File: config.mk
export PLATFORM = sky130hd
export DESIGN_NAME = sync_framed_command_line_parser
export DESIGN_NICKNAME = d
export VERILOG_FILES = /design/src/rtl/core/sfcp_pkg.sv /design/src/rtl/core/sfcp_line_ram.sv /design/src/rtl/core/sync_framed_command_line_parser.sv
export SDC_FILE = /design/constraint.sdc
export NUM_CORES = 1
export LEC_CHECK = 0
export BUFFER_PORTS_ARGS = -buffer_cell sky130_fd_sc_hd__buf_2
export CORE_UTILIZATION = 35
export DETAILED_ROUTE_END_ITERATION = 6
export PLACE_DENSITY = 0.58
export REMOVE_ABC_BUFFERS = 1
export SYNTH_ARGS = -nofsm -noshare
export SYNTH_HDL_FRONTEND = slang
export SYNTH_SLANG_ARGS = --single-unit
File: constraint.sdc
create_clock -name clk -period 8.55 [get_ports clk]
set_input_delay 0.4275 -clock clk [delete_from_list [all_inputs] [get_ports clk]]
set_output_delay 0.4275 -clock clk [all_outputs]
set_load 0.01 [all_outputs]
File: src/rtl/core/sfcp_pkg.sv
`default_nettype none
package sfcp_pkg;

  localparam int LINE_MAX = 64;
  localparam int ADDR_W   = $clog2(LINE_MAX);
  localparam int CNT_W    = 7;
  localparam int PING_LEN = 4;
  localparam int TEXT_LEN = 5;

  localparam logic [7:0] CH_AT  = 8'h40;
  localparam logic [7:0] CH_CR  = 8'h0D;
  localparam logic [7:0] CH_LF  = 8'h0A;
  localparam logic [7:0] CH_NUL = 8'h00;

  typedef enum logic [2:0] {
    KIND_PONG     = 3'd0,
    KIND_TEXT     = 3'd1,
    KIND_OK       = 3'd2,
    KIND_UNKNOWN  = 3'd3,
    KIND_TOO_LONG = 3'd4
  } kind_t;

  typedef enum logic [1:0] {
    ST_IDLE,
    ST_READ,
    ST_EVAL,
    ST_LONG
  } state_t;

  typedef struct packed {
    logic              en;
    logic [ADDR_W-1:0] addr;
    logic [7:0]        data;
  } wr_req_t;

  // Characters of the "PING" command, by position.
  function automatic logic [7:0] ping_char(input logic [2:0] i);
    logic [7:0] c;
    case (i)
      3'd0:    c = 8'h50;
      3'd1:    c = 8'h49;
      3'd2:    c = 8'h4E;
      3'd3:    c = 8'h47;
      default: c = CH_NUL;
    endcase
    return c;
  endfunction

  // Characters of the "TEXT " prefix, by position.
  function automatic logic [7:0] text_char(input logic [2:0] i);
    logic [7:0] c;
    case (i)
      3'd0:    c = 8'h54;
      3'd1:    c = 8'h45;
      3'd2:    c = 8'h58;
      3'd3:    c = 8'h54;
      3'd4:    c = 8'h20;
      default: c = CH_NUL;
    endcase
    return c;
  endfunction

endpackage
`default_nettype wire

File: src/rtl/core/sfcp_line_ram.sv
`default_nettype none
module sfcp_line_ram (
  input  wire logic                          clk,
  input  wire sfcp_pkg::wr_req_t             wr,
  input  wire logic                          rd_en,
  input  wire logic [sfcp_pkg::ADDR_W-1:0]   rd_addr,
  output logic      [7:0]                    rd_data
);

  logic [7:0] mem [sfcp_pkg::LINE_MAX];

  always_ff @(posedge clk) begin
    if (wr.en) begin
      mem[wr.addr] <= wr.data;
    end
  end

  // Read data holds until the next read is issued.
  always_ff @(posedge clk) begin
    if (rd_en) begin
      rd_data <= mem[rd_addr];
    end
  end

endmodule
`default_nettype wire

File: src/rtl/core/sync_framed_command_line_parser.sv
// A byte that causes no result is taken in idle and in_ready stays high.
// A line end walks the stored line, each stored byte through a line store read state
// and an evaluate state, and in_ready stays low until the line's last result is loaded.
// Text payload results come one per evaluate state; the walk stalls while out_valid
// is high and out_ready is low.
// Reset (rst_n, synchronous, active low) clears state, frame, overflow, count and out_valid only.
`default_nettype none
module sync_framed_command_line_parser (
  input  wire logic       clk,
  input  wire logic       rst_n,
  input  wire logic       in_valid,
  output logic            in_ready,
  input  wire logic [7:0] in_rx_byte,
  output logic            out_valid,
  input  wire logic       out_ready,
  output logic      [2:0] out_kind,
  output logic      [7:0] out_text_byte,
  output logic            out_last
);

  localparam int CW = sfcp_pkg::CNT_W;
  localparam int AW = sfcp_pkg::ADDR_W;

  // Frame state. The line store itself lives in the RAM below.
  sfcp_pkg::state_t state_r, state_nxt;
  logic             in_frame_r, in_frame_nxt;
  logic             disc_r, disc_nxt;
  logic [CW-1:0]    fill_r, fill_nxt;

  // Line walk state: position, prefix match flags, and whether the
  // header is done and payload bytes are being streamed.
  logic [CW-1:0]    idx_r, idx_nxt;
  logic             ping_ok_r, ping_ok_nxt;
  logic             text_ok_r, text_ok_nxt;
  logic             stream_r, stream_nxt;

  // Output register; it lets the walk run ahead by one result.
  logic             out_valid_r, out_valid_nxt;
  sfcp_pkg::kind_t  out_kind_r, out_kind_nxt;
  logic [7:0]       out_byte_r, out_byte_nxt;
  logic             out_last_r, out_last_nxt;

  sfcp_pkg::wr_req_t wr;
  logic              rd_en;
  logic [7:0]        rd_data;

  logic in_xfer;
  logic out_free;
  logic is_eol;
  logic content_end;
  logic p_match;
  logic t_match;

  // Writes happen only while idle and reads only during a line walk,
  // so the two ports never touch the same entry in overlapping cycles.
  sfcp_line_ram u_ram (
    .clk     (clk),
    .wr      (wr),
    .rd_en   (rd_en),
    .rd_addr (idx_r[AW-1:0]),
    .rd_data (rd_data)
  );

  assign in_ready      = (state_r == sfcp_pkg::ST_IDLE);
  assign in_xfer       = in_valid && in_ready;
  assign out_free      = !out_valid_r || out_ready;
  assign is_eol        = (in_rx_byte == sfcp_pkg::CH_CR) || (in_rx_byte == sfcp_pkg::CH_LF);

  // The content ends at the fill count or at the first zero byte.
  assign content_end   = (idx_r == fill_r) || (rd_data == sfcp_pkg::CH_NUL);
  assign p_match       = ping_ok_r && (rd_data == sfcp_pkg::ping_char(idx_r[2:0]));
  assign t_match       = text_ok_r && (rd_data == sfcp_pkg::text_char(idx_r[2:0]));

  assign out_valid     = out_valid_r;
  assign out_kind      = out_kind_r;
  assign out_text_byte = out_byte_r;
  assign out_last      = out_last_r;

  always_ff @(posedge clk) begin
    if (!rst_n) begin
      state_r     <= sfcp_pkg::ST_IDLE;
      in_frame_r  <= 1'b0;
      disc_r      <= 1'b0;
      fill_r      <= '0;
      out_valid_r <= 1'b0;
    end else begin
      state_r     <= state_nxt;
      in_frame_r  <= in_frame_nxt;
      disc_r      <= disc_nxt;
      fill_r      <= fill_nxt;
      out_valid_r <= out_valid_nxt;
    end
  end

  always_ff @(posedge clk) begin
    idx_r      <= idx_nxt;
    ping_ok_r  <= ping_ok_nxt;
    text_ok_r  <= text_ok_nxt;
    stream_r   <= stream_nxt;
    out_kind_r <= out_kind_nxt;
    out_byte_r <= out_byte_nxt;
    out_last_r <= out_last_nxt;
  end

  always_comb begin
    state_nxt     = state_r;
    in_frame_nxt  = in_frame_r;
    disc_nxt      = disc_r;
    fill_nxt      = fill_r;
    idx_nxt       = idx_r;
    ping_ok_nxt   = ping_ok_r;
    text_ok_nxt   = text_ok_r;
    stream_nxt    = stream_r;
    out_valid_nxt = out_valid_r && !out_ready;
    out_kind_nxt  = out_kind_r;
    out_byte_nxt  = out_byte_r;
    out_last_nxt  = out_last_r;
    wr.en         = 1'b0;
    wr.addr       = fill_r[AW-1:0];
    wr.data       = in_rx_byte;
    rd_en         = 1'b0;

    case (state_r)
      sfcp_pkg::ST_IDLE: begin
        if (in_xfer) begin
          if (in_rx_byte == sfcp_pkg::CH_AT) begin
            fill_nxt     = '0;
            disc_nxt     = 1'b0;
            in_frame_nxt = 1'b1;
          end else if (is_eol) begin
            in_frame_nxt = 1'b0;
            disc_nxt     = 1'b0;
            if (disc_r) begin
              fill_nxt  = '0;
              state_nxt = sfcp_pkg::ST_LONG;
            end else if (in_frame_r && (fill_r != '0)) begin
              // Keep the fill count for the walk; it is cleared at its end.
              idx_nxt     = '0;
              ping_ok_nxt = 1'b1;
              text_ok_nxt = 1'b1;
              stream_nxt  = 1'b0;
              state_nxt   = sfcp_pkg::ST_READ;
            end else begin
              fill_nxt = '0;
            end
          end else if (in_frame_r && !disc_r) begin
            if (fill_r >= CW'(sfcp_pkg::LINE_MAX - 1)) begin
              disc_nxt = 1'b1;
            end else begin
              wr.en    = 1'b1;
              fill_nxt = fill_r + CW'(1);
            end
          end
        end
      end

      sfcp_pkg::ST_READ: begin
        rd_en     = 1'b1;
        state_nxt = sfcp_pkg::ST_EVAL;
      end

      sfcp_pkg::ST_EVAL: begin
        if (stream_r) begin
          // Payload: one text result per stored byte, then the ok.
          if (out_free) begin
            out_valid_nxt = 1'b1;
            out_byte_nxt  = sfcp_pkg::CH_NUL;
            if (content_end) begin
              out_kind_nxt = sfcp_pkg::KIND_OK;
              out_last_nxt = 1'b1;
              fill_nxt     = '0;
              state_nxt    = sfcp_pkg::ST_IDLE;
            end else begin
              out_kind_nxt = sfcp_pkg::KIND_TEXT;
              out_byte_nxt = rd_data;
              out_last_nxt = 1'b0;
              idx_nxt      = idx_r + CW'(1);
              state_nxt    = sfcp_pkg::ST_READ;
            end
          end
        end else if (content_end) begin
          // Content ended inside the header: a pong only for exactly "PING".
          if (out_free) begin
            out_valid_nxt = 1'b1;
            out_byte_nxt  = sfcp_pkg::CH_NUL;
            out_last_nxt  = 1'b1;
            out_kind_nxt  = (ping_ok_r && (idx_r == CW'(sfcp_pkg::PING_LEN)))
                            ? sfcp_pkg::KIND_PONG : sfcp_pkg::KIND_UNKNOWN;
            fill_nxt      = '0;
            state_nxt     = sfcp_pkg::ST_IDLE;
          end
        end else if (idx_r < CW'(sfcp_pkg::PING_LEN)) begin
          if (p_match || t_match) begin
            ping_ok_nxt = p_match;
            text_ok_nxt = t_match;
            idx_nxt     = idx_r + CW'(1);
            state_nxt   = sfcp_pkg::ST_READ;
          end else if (out_free) begin
            // Neither prefix can still match.
            out_valid_nxt = 1'b1;
            out_kind_nxt  = sfcp_pkg::KIND_UNKNOWN;
            out_byte_nxt  = sfcp_pkg::CH_NUL;
            out_last_nxt  = 1'b1;
            fill_nxt      = '0;
            state_nxt     = sfcp_pkg::ST_IDLE;
          end
        end else begin
          // Fifth content byte: it must complete the "TEXT " prefix.
          if (t_match) begin
            stream_nxt = 1'b1;
            idx_nxt    = CW'(sfcp_pkg::TEXT_LEN);
            state_nxt  = sfcp_pkg::ST_READ;
          end else if (out_free) begin
            out_valid_nxt = 1'b1;
            out_kind_nxt  = sfcp_pkg::KIND_UNKNOWN;
            out_byte_nxt  = sfcp_pkg::CH_NUL;
            out_last_nxt  = 1'b1;
            fill_nxt      = '0;
            state_nxt     = sfcp_pkg::ST_IDLE;
          end
        end
      end

      sfcp_pkg::ST_LONG: begin
        if (out_free) begin
          out_valid_nxt = 1'b1;
          out_kind_nxt  = sfcp_pkg::KIND_TOO_LONG;
          out_byte_nxt  = sfcp_pkg::CH_NUL;
          out_last_nxt  = 1'b1;
          state_nxt     = sfcp_pkg::ST_IDLE;
        end
      end

      default: begin
        state_nxt = sfcp_pkg::ST_IDLE;
      end
    endcase
  end

endmodule
`default_nettype wire
## Word level (Yosys, flattened, before mapping)

Memories as Yosys holds them, arrays and structs flattened. A register that Yosys moved wholly into a read port is not among the register bits.
Cells that the tools add are included.
Widths: inputs -> output; s select.

- Add/subtract/negate cells: 2
- Multipliers: 0
- Divide/modulo/power cells: 0
- Magnitude comparators: 2
- Eq/ne operators: 39
- Shifts and indexed selects: 0
- Muxes and demuxes: 122
- Bitwise operators: 0
- Reductions and logical operators: 33

Operators by type and width:

| kind | number |
|---|---|
| $mux 7 | 27 |
| $mux 8 | 8 |
| $pmux 7 s4 | 2 |
| $mux 1 | 52 |
| $mux 2 | 14 |
| $pmux 7 s2 | 2 |
| $mux 3 | 9 |
| $ne 4x4->1 const B | 5 |
| $eq 8x4->1 const B | 2 |
| $eq 8x8->1 | 2 |
| $pmux 8 s2 | 1 |
| $ne 3x3->1 const B | 5 |
| $ne 5x5->1 const B | 3 |
| $add 7x1->7 const B | 2 |
| $ne 2x2->1 const B | 7 |
| $reduce_and 6->1 | 2 |
| $reduce_and 11->1 | 1 |
| $pmux 1 s2 | 5 |
| $reduce_and 10->1 | 1 |
| $reduce_and 9->1 | 1 |
| $eq 8x7->1 const B | 1 |
| $logic_not 8->1 | 1 |
| $pmux 2 s4 | 1 |
| $reduce_and 4->1 | 2 |
| 24 further kinds | 42 |

- Register bits: 34
- Latch bits: 0
- Memory bits (writable): 512
- Memory bits (read-only): 0
- Input port bits: 12
- Output and inout port bits: 14
- Logic and storage cells: 211
- Memories: 1

Memory list:

| name | words | bits a word | read ports | clocked after Yosys merged registers in | write ports | line | RTL |
|---|---|---|---|---|---|---|---|
| u_ram.mem | 64 | 8 | 1 | 1 | 1 | sfcp_line_ram.sv:10 | `logic [7:0] mem [sfcp_pkg::LINE_MAX];` |

## Longest topological paths before layout

- Word-level depth: 11
- Depth in mapped cells: 14
- Depth with buffers taken out: 9

## Modules after synthesis

From an unflattened synthesis, not the netlist that was laid out.

- Cells, all modules: 1243
- Area, all modules: 22710.5 um^2

Modules (own cells, without submodules):

| module | instances | cells each | area an instance (um^2) | seq. area each (um^2) |
|---|---|---|---|---|
| sfcp_line_ram | 1 | 972 | 20270.7 | 15615.0 |
| sync_framed_command_line_parser | 1 | 271 | 2439.8 | 900.9 |

## Worst setup path before layout

OpenSTA, ideal clock, no wires.

- Kind: reg-to-reg
- Start: register idx_r[0]
- End: register idx_r[0], enable pin
- Setup time: 0.380 ns
- Arrival time: 3.287 ns
- Data required time: 8.170 ns
- Setup slack: 4.883 ns
- Stages on the path, launching flop included: 15
- Path buffers: 5
- Clock period less this slack: 3.667 ns
- Path through: edfxtp_1 -> buf_2 -> buf_4 -> buf_4 -> buf_2 -> inv_1 -> ha_1 -> buf_6 -> o21ba_1 -> nor3_2 -> o2111ai_1 -> or4_4 -> nand2_1 -> a31oi_1 -> nor3_1

- Word-level cells in the longest chain between the ends: 8
- Elaborated cells on any way between the ends: 21
- Those cells by class: 1 x order compare; 11 x eq/ne; 2 x mux; 7 x reduce/logical

Ends and longest elaborated chain:

| item | line | RTL |
|---|---|---|
| from (decl) | sync_framed_command_line_parser.sv:32 | `logic [CW-1:0] idx_r, idx_nxt;` |
| from (signal assigned) | sync_framed_command_line_parser.sv:96 | `idx_r <= idx_nxt;` |
| $eq 3x2->1 / $logic_not 3->1 (equally long branches) | sfcp_pkg.sv:39, sfcp_pkg.sv:52 |  |
| $reduce_or 2->1 (no line) | n/a |  |
| $pmux 7 s4 | sfcp_pkg.sv:52 | `case (i)` |
| $eq 8x8->1 | sync_framed_command_line_parser.sv:72 | `assign t_match = text_ok_r && (rd_data == sfcp_pkg::text_char(idx_r[2:0]));` |
| $logic_and 1x1->1 | sync_framed_command_line_parser.sv:72 |  |
| $logic_or 1x1->1 | sync_framed_command_line_parser.sv:193 | `if (p_match \|\| t_match) begin` |
| $ne 4x4->1 (no line) | n/a |  |
| $reduce_and 11->1 (no line) * | n/a |  |

Every way passes the cells marked *; elsewhere a longest branch is shown, timed or not.
A chain may end at the register's enable or synchronous reset.

## Worst setup path after layout

- Start: register fill_r[4]
- End: memory u_ram.mem[60][4], enable pin

- Word-level cells in the longest chain between the ends: 9

Ends and longest elaborated chain:

| item | line | RTL |
|---|---|---|
| from (decl) | sync_framed_command_line_parser.sv:28 | `logic [CW-1:0] fill_r, fill_nxt;` |
| from (signal assigned) | sync_framed_command_line_parser.sv:90 | `fill_r <= fill_nxt;` |
| $ge 7x6->1 | sync_framed_command_line_parser.sv:147 | `if (fill_r >= CW'(sfcp_pkg::LINE_MAX - 1)) begin` |
| $mux 1 | sync_framed_command_line_parser.sv:147 |  |
| $mux 1 | sync_framed_command_line_parser.sv:146 | `end else if (in_frame_r && !disc_r) begin` |
| $mux 1 | sync_framed_command_line_parser.sv:130 | `end else if (is_eol) begin` |
| $mux 1 | sync_framed_command_line_parser.sv:126 | `if (in_rx_byte == sfcp_pkg::CH_AT) begin` |
| $mux 1 | sync_framed_command_line_parser.sv:125 | `if (in_xfer) begin` |
| $mux 1 | sync_framed_command_line_parser.sv:123 | `case (state_r)` |
| $mux 1 | sfcp_line_ram.sv:13 | `if (wr.en) begin` |
| $mux 1 (not written as such) | sfcp_line_ram.sv:14 | `mem[wr.addr] <= wr.data;` |
| to (decl) | sfcp_line_ram.sv:10 |  |

Several ways; a longest one is shown, not always the timed one.

==> results.sh <==
export IMPL_outcome="finished, final reports clean"
export IMPL_fin_total_pwr_w=0.00550
export IMPL_max_slew_margin_rel=0.189
export IMPL_finalNetCount=1364
export IMPL_yosys_warnings=0
export IMPL_rsz0062_at_grt="no"
export IMPL_core_um2=63400
export IMPL_synth_edff_count=542
export IMPL_drc=0
export IMPL_cts_buffers_inserted=56
export IMPL_finalMaxSlewViolations=0
export IMPL_clk_pin_slew_ps=60
export IMPL_clock_sinks=554
export IMPL_grt_pass1_vias=12200
export IMPL_vias=12200
export IMPL_gp_congestion=0.902
export IMPL_setup_viol=0
export IMPL_critical_path_startpoint_type="register"
export IMPL_placed_cell_area_um2=23600
export IMPL_async_flop_share=0
export IMPL_postCtsSetupRepairBufs=0
export IMPL_finClkSkew_ps=56.0
export IMPL_syn_to_final_growth_pct=12.4
export IMPL_synth_cells=1317
export IMPL_synth_distinct_cells=67
export IMPL_fp_dieW_um=256
export IMPL_clock_root_buffer="clkbuf_16"
export IMPL_dp_hpwl_um=34200
export IMPL_clock_path_buffers=3
export IMPL_whs_ps=183
export IMPL_p_per_area_nw_per_um2=216
export IMPL_drive_gt1_frac=0.164
export IMPL_end_kind="register"
export IMPL_maxCapViolations=0
export IMPL_die_area_um2=65700
export IMPL_port_buffers=25
export IMPL_n_fill_cell=5612
export IMPL_ys_ff_latch=554
export IMPL_cts_resized=0
export IMPL_cts_hold_buf=0
export IMPL_hold_class="input port to register"
export IMPL_die_h_um=256
export IMPL_ant_nets=0
export IMPL_grt_pass1_wl_um=83200
export IMPL_synth_top_flop_cell="edfxtp_1"
export IMPL_grt_usage=0.170
export IMPL_grt_overflow_total=0
export IMPL_finalSetupTns_ps=0
export IMPL_finalCritPeriodShare=0.534
export IMPL_start_util=0.357
export IMPL_worst_pin_slew_ps=1200
export IMPL_finalHoldViolCount=0
export IMPL_h_tree_depth=2
export IMPL_critPathRequiredTime_ps=8760
export IMPL_wl_per_cell_um=24.8
export IMPL_rows=92
export IMPL_ir_drop_mv=0.184
export IMPL_syn_cell_area_um2=22600
export IMPL_reg2reg_slack_ps=3990
export IMPL_finish_instance_area_um2=25400
export IMPL_grt_max_degree=140
export IMPL_wirelength_um=55500
export IMPL_post_route_min_period_ps=4560
export IMPL_drt_pre_antenna_iters=5
export IMPL_ioPinCount=26
export IMPL_antenna_found_initial=1
export IMPL_worstSetupPathType="register to register"
export IMPL_syn_avg_cell_area_um2=17.2
export IMPL_avgViaCountPerCell=5.45
export IMPL_first_iter_violations=1394
export IMPL_crit_fanout=14
export IMPL_clk_latency_ps=640
export IMPL_cts_tree="done"
export IMPL_cp_arrival_ps=4780
export IMPL_clock_fmax_ghz=0.219
export IMPL_ys_seq_area_frac=0.730
export IMPL_p_leak_nw=7.85
critical path: stages (launching register included):
cell and delay [ps]:
dfxtp_1 440, nand3_1 430, nor2_1 90, a21o_1 220
nor4bb_1 1000, nand4_1 1020, nor2_1 950
Yosys cell counts (3+ instances only):
master	number	area share
a21oi_1	63	0.014
a221oi_1	10	0.0039
a22o_1	8	0.0031
a311oi_1	8	0.0031
a31o_1	3	0.0012
a31oi_1	5	0.0014
and2_1	5	0.0014
and3_1	15	0.0041
and3b_1	8	0.0031
buf_1	11	0.0018
buf_2	26	0.0057
buf_4	9	0.0030
clkbuf_1	29	0.0048
dfxtp_1	12	0.011
edfxtp_1	542	0.72
ha_1	7	0.0039
inv_1	10	0.0017
mux2_2	32	0.016
mux2i_1	96	0.042
mux4_2	64	0.064
nand2_1	24	0.0040
nand2b_1	4	0.0011
nand3_1	16	0.0035
nand3_2	4	0.0018
nand3b_1	3	0.0010
nand4_1	5	0.0014
nor2_1	88	0.015
nor2b_1	10	0.0028
nor3_1	14	0.0031
nor4_1	3	0.00083
o21ai_0	56	0.012
o21bai_1	3	0.0010
o221ai_1	32	0.012
o22ai_1	32	0.0088
or3_1	7	0.0019
xnor2_1	3	0.0012
xor2_1	13	0.0050
final timing paths:
kind | startpoint | endpoint | depth (start not counted)
worst max-delay path | fill_r[4]$_SDFFE_PN0P_ | u_ram.mem[60][4]$_DFFE_PP_ | 6
worst min-delay path | rst_n | fill_r[0]$_SDFFE_PN0P_ | 3
worst max register to register | fill_r[4]$_SDFFE_PN0P_ | u_ram.mem[60][4]$_DFFE_PP_ | 6
worst min register to register | fill_r[6]$_SDFFE_PN0P_ | fill_r[6]$_SDFFE_PN0P_ | 1
report_power, final:
part           switching (W)  internal (W)
sequential       0.000000934       0.00298
clock                0.00104       0.00142
combinational      0.0000559    0.00000575
final cells by class:
type / count / area (µm²) / share of cell area
Antenna cell: 1 / 2.50 / 0.0000984
Clock buffer: 69 / 1450 / 0.0570
Clock inverter: 34 / 383 / 0.0150
Inverter: 11 / 41.3 / 0.00162
Multi-Input combinational cell: 682 / 5740 / 0.226
Sequential cell: 554 / 16500 / 0.649
Tap cell: 846 / 1060 / 0.0416
Timing Repair Buffer: 40 / 250 / 0.00984
metrics by stage:
stage	utilization	cells	setup slack, ps
2_1_floorplan	-	1247	-865
3_3_place_gp	0.372	2133	3900
3_5_place_dp	0.372	2133	3650
4_1_cts	0.401	2236	4120
5_1_grt	0.401	2236	3800
6_report	0.401	2237	3990
routing by layer:
layer | vias to the layer above | global-route usage | routed length [µm]
met1 | 6237 | 0.243 | 24800
met5 | - | 0 | 0
li1 | 5382 | - | -
met2 | 480 | 0.263 | 25500
met4 | 0 | 0.0522 | 1520
met3 | 88 | 0.0296 | 3720
layout by cell type, fill, tap and decap left out, types with 7 or more instances in the layout:
| cell type | count |
|---|---|
| a21oi_1 | 63 |
| a221oi_1 | 10 |
| a22o_1 | 8 |
| a311oi_1 | 8 |
| and3_1 | 15 |
| and3b_1 | 8 |
| buf_2 | 25 |
| buf_4 | 14 |
| bufinv_16 | 7 |
| clkbuf_1 | 13 |
| clkbuf_16 | 56 |
| clkinv_1 | 13 |
| clkinv_2 | 8 |
| conb_1 | 8 |
| dfxtp_1 | 12 |
| edfxtp_1 | 542 |
| ha_1 | 7 |
| inv_1 | 10 |
| mux2_2 | 32 |
| mux2i_1 | 96 |
| mux4_2 | 64 |
| nand2_1 | 23 |
| nand3_1 | 16 |
| nor2_1 | 87 |
| nor2b_1 | 10 |
| nor3_1 | 14 |
| o21ai_0 | 56 |
| o221ai_1 | 32 |
| o22ai_1 | 32 |
| or3_1 | 7 |
| xor2_1 | 13 |
cells by family after synthesis:
logic type,share of synthesized area
flip-flops,0.730
AO/OA/AOI/OAI,0.0715
AND/OR/NAND/NOR,0.0483
multiplexers,0.122
buffers and inverters,0.0182
XOR/XNOR,0.00619
adder cells (fa/ha/maj),0.00387
other,0.000166
state kept, by name, summed over array words and instances, names as in the netlist:
register and cells:
out_last 1, out_kind 3, in_frame_r 1, stream_r 1, u_ram.mem 512, u_ram.rd_data 8
idx_r 7, out_text_byte 8, fill_r 7, disc_r 1, ping_ok_r 1, text_ok_r 1
out_valid 1, state_r 2
Power figures use the tool's default switching activity.
